**src/rtl/core/mera_pkg.sv**
```systemverilog
// Shared types and constants for the multi-turn encoder rate average block.
// No dependencies; imported by every module under rtl/core.
package mera_pkg;

  localparam int POS_W   = 13;  // single-turn encoder counts
  localparam int INC_W   = 14;  // wrap-corrected increment
  localparam int SPEED_W = 16;
  localparam int CONT_W  = 37;  // continuous position / angle
  localparam int RATE_W  = 14;  // window mean
  localparam int CAL_W   = 4;

  localparam logic [CAL_W-1:0] CAL_RESET = 4'd5;

  // increment arithmetic runs one bit wider than the increment itself
  localparam logic signed [INC_W:0] HALF_TURN_POS = 15'sd4096;
  localparam logic signed [INC_W:0] HALF_TURN_NEG = -15'sd4096;
  localparam logic signed [INC_W:0] FULL_TURN     = 15'sd8192;

  typedef logic        [POS_W-1:0]   pos_t;
  typedef logic signed [INC_W-1:0]   inc_t;
  typedef logic signed [SPEED_W-1:0] speed_t;
  typedef logic signed [CONT_W-1:0]  cont_t;
  typedef logic signed [RATE_W-1:0]  rate_t;
  typedef logic        [CAL_W-1:0]   cal_cnt_t;

  // load strobes for the two register stages of the mean unit
  typedef struct packed {
    logic ld_prod;
    logic ld_out;
  } mean_ctl_t;

endpackage

```
**src/rtl/core/mera_cell.sv**
```systemverilog
// One cell of the increment window: holds one increment, passes it on.
// Depends on mera_pkg.
module mera_cell (
  input  logic          clk,
  input  logic          rst_n,
  input  logic          shift_en,
  input  mera_pkg::inc_t d_i,
  output mera_pkg::inc_t q_o
);
  import mera_pkg::*;

  inc_t val_r;

  always_ff @(posedge clk) begin
    if (!rst_n) begin
      val_r <= '0;
    end else if (shift_en) begin
      val_r <= d_i;
    end
  end

  assign q_o = val_r;

endmodule

```
**src/rtl/core/mera_mean.sv**
```systemverilog
// Window mean: signed sum divided by WINDOW_LEN, truncated toward zero.
// Reciprocal multiply on the magnitude, two registered steps. Depends on mera_pkg.
module mera_mean #(
  parameter int WINDOW_LEN = 8,
  parameter int SUM_W      = 18
) (
  input  logic                    clk,
  input  mera_pkg::mean_ctl_t     ctl,
  input  logic signed [SUM_W-1:0] sum_i,
  output mera_pkg::rate_t         mean_o
);
  import mera_pkg::*;

  // exact floor(a / WINDOW_LEN) for every a < 2**SUM_W
  localparam int K = SUM_W + $clog2(WINDOW_LEN) + 1;
  localparam int PROD_W = SUM_W + K + 1;
  localparam logic [K:0] RECIP = (K+1)'(((1 << K) + WINDOW_LEN - 1) / WINDOW_LEN);

  logic [SUM_W-1:0]  mag;
  logic [PROD_W-1:0] prod_r;
  logic [PROD_W-1:0] prod_nxt;
  logic              neg_r;
  rate_t             quot;
  rate_t             mean_r;
  rate_t             mean_nxt;

  always_comb begin
    mag      = sum_i[SUM_W-1] ? SUM_W'(-sum_i) : SUM_W'(sum_i);
    prod_nxt = PROD_W'(mag) * PROD_W'(RECIP);
    quot     = prod_r[K +: RATE_W];
    mean_nxt = neg_r ? -quot : quot;
  end

  always_ff @(posedge clk) begin
    if (ctl.ld_prod) begin
      prod_r <= prod_nxt;
      neg_r  <= sum_i[SUM_W-1];
    end
    if (ctl.ld_out) begin
      mean_r <= mean_nxt;
    end
  end

  assign mean_o = mean_r;

endmodule

```
**src/rtl/core/multiturn_encoder_rate_average.sv**
```systemverilog
// Multi-turn encoder unwrap with moving average of position increments.
// Depends on mera_pkg, mera_cell and mera_mean.
//
// Takes one item per clock while in_stall is low (13-bit single-turn position
// plus signed speed) and returns one result item per input item. The result
// passes three register stages (snapshot, position/angle, output) before
// out_valid rises. All state (calibration count, bias, previous position,
// turn count, window of increments and its running sum) is updated in the
// cycle the item is accepted, so items may follow each other every cycle.
// The first cfg calib_reports items (reset value 5) only capture the
// position as bias and previous position and come out with calibrating set.
// After that, a jump of more than half a turn counts a turn up or down
// (saturating at the signed TURN_BITS range); the wrap-corrected increment
// shifts into a chain of WINDOW_LEN cells while the running sum adds the new
// increment and drops the one leaving the last cell. The mean is a reciprocal
// multiply of the sum, truncated toward zero. Write calib_reports only while
// the block is idle. Backpressure on out_stall reaches in_stall
// combinationally through the ready chain of the three stages.
module multiturn_encoder_rate_average #(
  parameter int WINDOW_LEN = 8,
  parameter int TURN_BITS  = 24
) (
  input  logic                clk,
  input  logic                rst_n,
  // configuration
  input  logic                cfg_wr_en,
  input  mera_pkg::cal_cnt_t  cfg_wr_data,
  // input channel
  input  logic                in_valid,
  output logic                in_stall,
  input  mera_pkg::pos_t      in_encoder_position,
  input  mera_pkg::speed_t    in_speed_report,
  // result channel
  output logic                out_valid,
  input  logic                out_stall,
  output mera_pkg::cont_t     out_continuous_position,
  output mera_pkg::cont_t     out_angle_counts,
  output mera_pkg::rate_t     out_average_rate,
  output mera_pkg::speed_t    out_speed_out,
  output logic                out_calibrating
);
  import mera_pkg::*;

  // sum of WINDOW_LEN increments, with headroom
  localparam int SUM_W  = INC_W + 1 + $clog2(WINDOW_LEN);
  localparam int WIDE_W = TURN_BITS + POS_W;
  localparam logic signed [TURN_BITS-1:0] TURN_MAX = {1'b0, {(TURN_BITS-1){1'b1}}};
  localparam logic signed [TURN_BITS-1:0] TURN_MIN = {1'b1, {(TURN_BITS-1){1'b0}}};

  // ---------------- handshake / pipeline control ----------------
  logic s1_v_r, s2_v_r, out_v_r;
  logic out_ready, s2_ready, s1_ready, acc;

  assign out_ready = !out_v_r || !out_stall;
  assign s2_ready  = !s2_v_r  || out_ready;
  assign s1_ready  = !s1_v_r  || s2_ready;
  assign in_stall  = !s1_ready;
  assign acc       = in_valid && s1_ready;

  always_ff @(posedge clk) begin
    if (!rst_n) begin
      s1_v_r  <= 1'b0;
      s2_v_r  <= 1'b0;
      out_v_r <= 1'b0;
    end else begin
      if (s1_ready)  s1_v_r  <= acc;
      if (s2_ready)  s2_v_r  <= s1_v_r;
      if (out_ready) out_v_r <= s2_v_r;
    end
  end

  assign out_valid = out_v_r;

  // ---------------- tracking state ----------------
  cal_cnt_t                     calib_r;
  cal_cnt_t                     rpt_cnt_r;
  pos_t                         bias_r, prev_r;
  logic signed [TURN_BITS-1:0]  turn_r;
  logic signed [SUM_W-1:0]      sum_r;

  logic                         cal;
  logic signed [INC_W:0]        diff;
  inc_t                         inc;
  logic signed [TURN_BITS-1:0]  turn_nxt;
  logic signed [SUM_W-1:0]      sum_nxt;
  pos_t                         bias_nxt;
  inc_t                         oldest;

  always_comb begin
    cal      = rpt_cnt_r < calib_r;
    diff     = $signed({2'b00, in_encoder_position}) - $signed({2'b00, prev_r});
    turn_nxt = turn_r;
    inc      = INC_W'(diff);
    if (diff < HALF_TURN_NEG) begin
      inc = INC_W'(diff + FULL_TURN);
      if (turn_r != TURN_MAX) turn_nxt = turn_r + 1'b1;
    end else if (diff > HALF_TURN_POS) begin
      inc = INC_W'(diff - FULL_TURN);
      if (turn_r != TURN_MIN) turn_nxt = turn_r - 1'b1;
    end
    sum_nxt  = sum_r + SUM_W'(inc) - SUM_W'(oldest);
    bias_nxt = bias_r;
    if (cal) begin
      turn_nxt = turn_r;
      sum_nxt  = sum_r;
      bias_nxt = in_encoder_position;
    end
  end

  always_ff @(posedge clk) begin
    if (!rst_n) begin
      calib_r   <= CAL_RESET;
      rpt_cnt_r <= '0;
      bias_r    <= '0;
      prev_r    <= '0;
      turn_r    <= '0;
      sum_r     <= '0;
    end else begin
      if (cfg_wr_en) calib_r <= cfg_wr_data;
      if (acc) begin
        if (cal) rpt_cnt_r <= rpt_cnt_r + 1'b1;
        bias_r <= bias_nxt;
        prev_r <= in_encoder_position;
        turn_r <= turn_nxt;
        sum_r  <= sum_nxt;
      end
    end
  end

  // ---------------- increment window: chain of cells ----------------
  inc_t cell_q [WINDOW_LEN];
  logic win_shift;

  assign win_shift = acc && !cal;
  assign oldest    = cell_q[WINDOW_LEN-1];

  for (genvar g = 0; g < WINDOW_LEN; g++) begin : g_cell
    inc_t d_in;
    if (g == 0) begin : g_head
      assign d_in = inc;
    end else begin : g_link
      assign d_in = cell_q[g-1];
    end
    mera_cell u_cell (
      .clk      (clk),
      .rst_n    (rst_n),
      .shift_en (win_shift),
      .d_i      (d_in),
      .q_o      (cell_q[g])
    );
  end

  // ---------------- stage 1: post-update snapshot ----------------
  pos_t                        s1_pos_r, s1_bias_r;
  logic signed [TURN_BITS-1:0] s1_turn_r;
  logic signed [SUM_W-1:0]     s1_sum_r;
  speed_t                      s1_speed_r;
  logic                        s1_cal_r;

  always_ff @(posedge clk) begin
    if (s1_ready) begin
      s1_pos_r   <= in_encoder_position;
      s1_bias_r  <= bias_nxt;
      s1_turn_r  <= turn_nxt;
      s1_sum_r   <= sum_nxt;
      s1_speed_r <= in_speed_report;
      s1_cal_r   <= cal;
    end
  end

  // ---------------- stage 2: position and angle ----------------
  logic signed [WIDE_W-1:0] wide_pos;
  cont_t                    cont;
  cont_t                    s2_cont_r, s2_angle_r;
  speed_t                   s2_speed_r;
  logic                     s2_cal_r;

  // turn*8192 + pos is the concatenation, pos being below one turn
  assign wide_pos = {s1_turn_r, s1_pos_r};
  assign cont     = CONT_W'(wide_pos);

  always_ff @(posedge clk) begin
    if (s2_ready) begin
      s2_cont_r  <= cont;
      s2_angle_r <= cont - $signed({{(CONT_W-POS_W){1'b0}}, s1_bias_r});
      s2_speed_r <= s1_speed_r;
      s2_cal_r   <= s1_cal_r;
    end
  end

  // ---------------- window mean (stages 2 and 3) ----------------
  mean_ctl_t mean_ctl;
  assign mean_ctl.ld_prod = s2_ready;
  assign mean_ctl.ld_out  = out_ready;

  mera_mean #(
    .WINDOW_LEN (WINDOW_LEN),
    .SUM_W      (SUM_W)
  ) u_mean (
    .clk    (clk),
    .ctl    (mean_ctl),
    .sum_i  (s1_sum_r),
    .mean_o (out_average_rate)
  );

  // ---------------- output register ----------------
  cont_t  out_cont_r, out_angle_r;
  speed_t out_speed_r;
  logic   out_cal_r;

  always_ff @(posedge clk) begin
    if (out_ready) begin
      out_cont_r  <= s2_cont_r;
      out_angle_r <= s2_angle_r;
      out_speed_r <= s2_speed_r;
      out_cal_r   <= s2_cal_r;
    end
  end

  assign out_continuous_position = out_cont_r;
  assign out_angle_counts        = out_angle_r;
  assign out_speed_out           = out_speed_r;
  assign out_calibrating         = out_cal_r;

endmodule

```
**config.mk**
```make
export PLATFORM = sky130hd
export DESIGN_NAME = multiturn_encoder_rate_average
export DESIGN_NICKNAME = d
export VERILOG_FILES = /design/src/rtl/core/mera_pkg.sv /design/src/rtl/core/mera_cell.sv /design/src/rtl/core/mera_mean.sv /design/src/rtl/core/multiturn_encoder_rate_average.sv
export SDC_FILE = /design/constraint.sdc
export NUM_CORES = 1
export LEC_CHECK = 0
export BUFFER_PORTS_ARGS = -buffer_cell sky130_fd_sc_hd__buf_2
export CAP_MARGIN = 40
export CORE_MARGIN = 10
export CORE_UTILIZATION = 30
export DETAILED_ROUTE_END_ITERATION = 12
export GPL_ROUTABILITY_DRIVEN = 0
export PLACE_DENSITY = 0.46
export SETUP_SLACK_MARGIN = 0.05
export SYNTH_ARGS = -nofsm -noshare
export SYNTH_HDL_FRONTEND = slang
export SYNTH_HIERARCHICAL = 1
export SYNTH_SLANG_ARGS = --single-unit
```
**constraint.sdc**
```tcl
create_clock -name clk -period 18.7 [get_ports clk]
set_input_delay 0.935 -clock clk [delete_from_list [all_inputs] [get_ports clk]]
set_output_delay 0.935 -clock clk [all_outputs]
set_load 0.01 [all_outputs]
```
== Word-level counts from Yosys, hierarchy flattened ==
Cells that the tools add are included.

* Logic and storage cells: 73
* Flip-flop bits (word level): 490
* Bits of input ports: 38
* Output and inout port bits: 107

* Multiplexer cells: 11
* Magnitude comparators: 3
* Equal/unequal tests: 2
* $add $sub $neg: 11
* Reductions and logical operators: 12

{| class="wikitable"
|+ Operators by type and width
! cell !! number
|-
| 2-to-1 mux 24 bit || 5
|-
| != test 24 bit (second input constant) || 2
|-
| 2-to-1 mux 14 bit || 3
|-
| subtractor 37 x 14 -> 37 bit || 1
|-
| adder 24 x 1 -> 24 bit (second input constant) || 1
|-
| subtractor 24 x 1 -> 24 bit (second input constant) || 1
|-
| adder 18 x 14 -> 18 bit || 1
|-
| 2-to-1 mux 18 bit || 1
|-
| subtractor 18 x 14 -> 18 bit || 1
|-
| 2-to-1 mux 17 bit || 1
|-
| negation 17 bit || 1
|-
| adder 14 bit (second input constant) || 1
|-
| greater-than comparator 14 bit (second input constant) || 1
|-
| < comparator 14 x 13 -> 1 bit (second input constant) || 1
|-
| negation 14 bit || 1
|-
| subtractor 13 x 13 -> 14 bit || 1
|-
| subtractor 14 bit (second input constant) || 1
|-
| 2-to-1 mux 13 bit || 1
|-
| logical NOT 1 bit || 6
|-
| adder 4 x 1 -> 4 bit (second input constant) || 1
|-
| < comparator 4 bit || 1
|-
| logical OR 1 bit || 3
|-
| logical AND 1 bit || 2
|-
| AND reduction 2 bit || 1
|}

== Logic depth before layout (Yosys ltp) ==
* Word-level depth: 7
* Gate-level depth with buffers: 25
* Mapped depth without buffers: 22

== Modules after synthesis ==
The synthesis kept the hierarchy.

{| class="wikitable"
|+ Modules (own cells, without submodules)
! module !! cells each !! seq. area each (um^2) !! instances !! area an instance (um^2)
|-
| multiturn_encoder_rate_average || 1369 || 9599.2 || 1 || 15772.6
|-
| mera_cell || 45 || 280.3 || 8 || 543.0
|-
| mera_mean || 103 || 870.8 || 1 || 1445.1
|}

== Worst setup path after synthesis ==
Ideal clock, no wire load.

* Path type: input-to-reg
* From: input in_encoder_position[0]
* To: register s1_sum_r[17] (data pin)
* Required time: 18.442 ns
* Arrival: 6.317 ns
* Path buffers: 2
* Setup time: 0.258 ns
* Slack: 12.126 ns
* Cell stages on the path: 23
* Path through: inv_1 ha_1 fa_1 and2b_1 o21a_1 or3_1 a2111oi_0 o2111ai_1 or4_1 buf_2 o21ai_0 fa_1 inv_1 ha_1 or2_2 a21o_1 o41a_1 nor3_1 a211o_1 clkbuf_1 o311ai_0 or3_1 xnor2_1

* Cells in the longest elaborated chain, start to end: 7
* Elaborated cells between the ends (all ways): 10
* Those cells by class: 5 x add/sub; 2 x order compare; 3 x mux

{| class="wikitable"
|+ Ends and longest elaborated chain
! what !! RTL line !! source
|-
| start, declared || multiturn_encoder_rate_average.sv:31 || <nowiki>input mera_pkg::pos_t in_encoder_position,</nowiki>
|-
| subtractor 13 x 13 -> 14 bit * || multiturn_encoder_rate_average.sv:91 || <nowiki>diff = $signed({2'b00, in_encoder_position}) - $signed({2'b00, prev_r});</nowiki>
|-
| subtractor 14 bit / greater-than comparator 14 bit (equally long branches) || multiturn_encoder_rate_average.sv:98, multiturn_encoder_rate_average.sv:97 ||
|-
| 2-to-1 mux 14 bit || multiturn_encoder_rate_average.sv:97 || <nowiki>end else if (diff > HALF_TURN_POS) begin</nowiki>
|-
| 2-to-1 mux 14 bit * || multiturn_encoder_rate_average.sv:94 || <nowiki>if (diff < HALF_TURN_NEG) begin</nowiki>
|-
| adder 18 x 14 -> 18 bit * || multiturn_encoder_rate_average.sv:101 || <nowiki>sum_nxt = sum_r + SUM_W'(inc) - SUM_W'(oldest);</nowiki>
|-
| subtractor 18 x 14 -> 18 bit * || multiturn_encoder_rate_average.sv:101 ||
|-
| 2-to-1 mux 18 bit * || multiturn_encoder_rate_average.sv:103 || <nowiki>if (cal) begin</nowiki>
|-
| net sum_nxt[17] || multiturn_encoder_rate_average.sv:85 || <nowiki>logic signed [SUM_W-1:0] sum_nxt;</nowiki>
|-
| end signal, assigned || multiturn_encoder_rate_average.sv:165 || <nowiki>s1_sum_r <= sum_nxt;</nowiki>
|-
| end, declared || multiturn_encoder_rate_average.sv:156 || <nowiki>logic signed [SUM_W-1:0] s1_sum_r;</nowiki>
|}

The timed path passes the listed nets; every way through them passes the cells marked *.
A chain may end at the register's enable or synchronous reset.

== Worst setup path after layout ==
Ends and elaborated chain as after synthesis.

==> out/qor.json <==
{
  "run_status": "completed",
  "worst_ir_drop_vdd_mv": 0.0561,
  "timing.slew.headroom_pct": 37.8,
  "synthAdderAreaFrac_pct": 4.78,
  "synth_compound_area_share_pct": 8.09,
  "clock-skew-final_ps": 34.5,
  "remaining_drc_errors": 0,
  "synth.yosys.warnings": 6,
  "power.density_nw_per_um2": 114,
  "critical_path.cell_chain": "buf_2, inv_1, ha_1, fa_1, and2b_1, o21a_1, or3_1, a2111oi_0, o2111ai_1, or4_1, o21ai_0, fa_1, inv_1, ha_1, or2_2, a21o_1, o41a_1, nor3_1, a211o_1, nor4_1, a311o_1, or3_1, xnor2_1",
  "synth_cells": 1832,
  "finalSetupTns_ps": 0,
  "finalHoldViolations": 0,
  "numClockSinks": 487,
  "timing.final.ws_setup_ps": 11490,
  "ant_nets": 0,
  "synthArstFlopShare_pct": 0,
  "critPathRequiredTime_ps": 19040,
  "die_height_um": 288,
  "firstDrtPassIters": 7,
  "critPathSlowestCell": "o21ai_0",
  "dieArea_um2": 83000,
  "power.leakage_uw": 0.00951,
  "cts_hold_buf": 0,
  "drt-total-wl_mm": 45.7,
  "post_cts.resized_instances": 0,
  "final.min_clock_period_ps": 7210,
  "area_occupied_by_registers_um2": 12700,
  "avgRoutedWirePerCell_um": 15.4,
  "yosysTopAreaCellShare_pct": 41.2,
  "critical_path.max_fanout": 16,
  "core_area_um2": 71400,
  "filler_cell_count": 7120,
  "crit_path_max_incr_delay_ps": 770,
  "post_synth_mux_area_share_pct": 5.48,
  "vias": 13400,
  "synth_fp_nets": 1941,
  "synth_top_family_by_area": "simple AND/OR/NAND/NOR gates",
  "cts_root_buf": "clkbuf_16",
  "mostFrequentLayoutCells": "edfxtp_1, nand2_1, dfxtp_1, buf_2, nor2b_1",
  "layout-drive-gt1-share_pct": 13.7,
  "htree_num_levels": 2,
  "yosys.cell_types.count": 79,
  "yosys-top-cells-area": "edfxtp_1, dfxtp_1, mux2i_1",
  "first_pass_grt_wire_length_mm": 73.6,
  "drv_cap": 0,
  "cts_made_buffers": 54,
  "via_count_of_the_first_global_routing_pass": 13400,
  "synth_largest_area_cell": "edfxtp_1",
  "max_freq_ghz": 0.139,
  "pin_count": 145,
  "layout_commonest_cell": "edfxtp_1",
  "antenna_violations_before_repair": 2,
  "latest_clock_arrival_within_the_worst_skew_pair_ps": 610,
  "hpwl_mm": 31.6,
  "place.port_buffers": 144,
  "cts.repair_timing.setup_buffer_count": 0,
  "fp-row-count": 98,
  "clock_tree_from_tritoncts": "built",
  "setup-violations-final": 0,
  "critical_path_data_arrival_time_ps": 7550,
  "syn-mean-instance-area_um2": 11.8,
  "hold_ws_ps": 399,
  "layout.nets": 2080,
  "synthToLayoutAreaGrowth_pct": 15.3,
  "crit_path_end_kind": "flip-flop",
  "synthesis.area_um2": 21600,
  "post_synth_xor_area_fraction_pct": 4.51,
  "final_min_period_over_clock_period_pct": 38.6,
  "drt-initial-drc-count": 676,
  "overflow": 0,
  "clk_pin_slew_worst_paths_ps": 60,
  "synth-main-ff-cell": "edfxtp_1",
  "floorplan.initialDensity_pct": 30.2,
  "clock_path_buffers": 3,
  "track_usage_pct": 10.9,
  "detailedPlace.worstSlack_ps": 10830,
  "rsz_0062_raised_after_global_routing": "no",
  "synth_enable_flop_cells": 296,
  "cp-start-kind": "input pin",
  "post_drt_via_cell_ratio": 4.51,
  "simple_logic_cell_fraction_of_the_synthesized_area_pct": 13.8,
  "path_class": "input pin to flip-flop",
  "final-max-slew-violation-count": 0,
  "synth_seq_cells": 487,
  "maximum_number_of_pins_on_one_net_before_global_route_repair": 94,
  "synth.yosys.seq_area_share_pct": 59.0,
  "die_w_um": 288,
  "multi_input_comb_area_um2": 7940,
  "worst_slew_pin_slew_ps": 926,
  "min-delay-path-class": "flip-flop to flip-flop"
}
## stage by stage
stage               instance area, um2  utilization [%]  power [uW]  std cells
global placement                 23100             32.4        1850       2861
finish                           24900             34.8        2830       2966
floorplan                        21600                -        1700       1832
CTS                              24900             34.8        2890       2965
detailed placement               23200             32.5        1860       2865
global route                     24900             34.8        2990       2965
## kinds of logic (layout without fill, tap and decap cells)
| family | count (synthesis) | after routing |
|---|---|---|
| compound gates | 264 | 264 |
| xor+xnor | 111 | 111 |
| fa+ha+maj | 71 | 71 |
| buf+inv | 194 | 377 |
| flops | 487 | 487 |
| mux | 118 | 118 |
| other cells | 0 | 1 |
| simple gates | 587 | 587 |
## final timing paths
path,start,end,slack (ps),depth (start not counted)
setup / recovery,in_encoder_position[0],s1_sum_r[17],11490,23
hold / removal,s2_angle_r[29],out_angle_counts[29],400,0
setup reg to reg,prev_r[0],s1_sum_r[17],11690,21
hold reg to reg,s2_angle_r[29],out_angle_counts[29],400,0
## area by class of cell
type	count	share of cell area (%)
flip-flops and latches	487	51.1
multi-input cells	1151	31.9
clock buffers	69	5.70
well taps	950	4.78
repair buffers	159	3.51
inverters	118	1.81
clock inverters	31	1.09
diodes	1	0.0101
## worst max-delay path, delay by kind of cell
family / cells / cell delay (ps)
compound gates: 8 / 2830
xor+xnor: 1 / 130
fa+ha+maj: 4 / 1210
buf+inv: 3 / 260
simple gates: 7 / 2160
## sequential cells by signal, indices dropped and copies added, names as in the netlist, 4 cells and up
signal and cells:
s1_bias_r 13, s1_speed_r 16, s2_cont_r 37, s1_turn_r 24, u_mean/mean_o 14, calib_r 4, sum_r 18, rpt_cnt_r 4
s1_pos_r 13, s1_sum_r 18, s2_speed_r 16, g_cell.u_cell/q_o 112, u_mean/prod_r 14, out_continuous_position 37, out_speed_out 16, bias_r 13
turn_r 24, s2_angle_r 37, prev_r 13, out_angle_counts 37
## metal layers
| layer | track usage, % | part of all wire [%] | wire length (um) | vias to the layer above |
|---|---|---|---|---|
| li1 | - | - | - | 6738 |
| met3 | 2.22 | 4.9 | 2250 | 73 |
| met2 | 17.9 | 46 | 21200 | 249 |
| met4 | 3.05 | 2.0 | 905 | 2 |
| met5 | 0 | 0.015 | 7 | - |
| met1 | 14.3 | 47 | 21300 | 6309 |
## power by group
group,internal (uW),total [uW],switching [uW]
clock,580,1010,427
combinational,198,496,298
sequential,1280,1330,49.5
## Yosys cell counts (12+ instances only)
cell type and count:
nor2b_1 121, nand4_1 12, nand2_1 205, nand2b_1 16, nor2_1 98, o31ai_1 16, nand3_1 21, mux2i_1 118
inv_1 116, ha_1 52, or4_1 12, dfxtp_1 191, nor4_1 14, xor2_1 34, or3_1 15, nor3_1 26
a21oi_1 84, o21ai_0 56, edfxtp_1 296, xnor2_1 77, clkbuf_1 49, o21a_1 15, fa_1 19
Note: power is estimated with default switching activity, not from simulation.
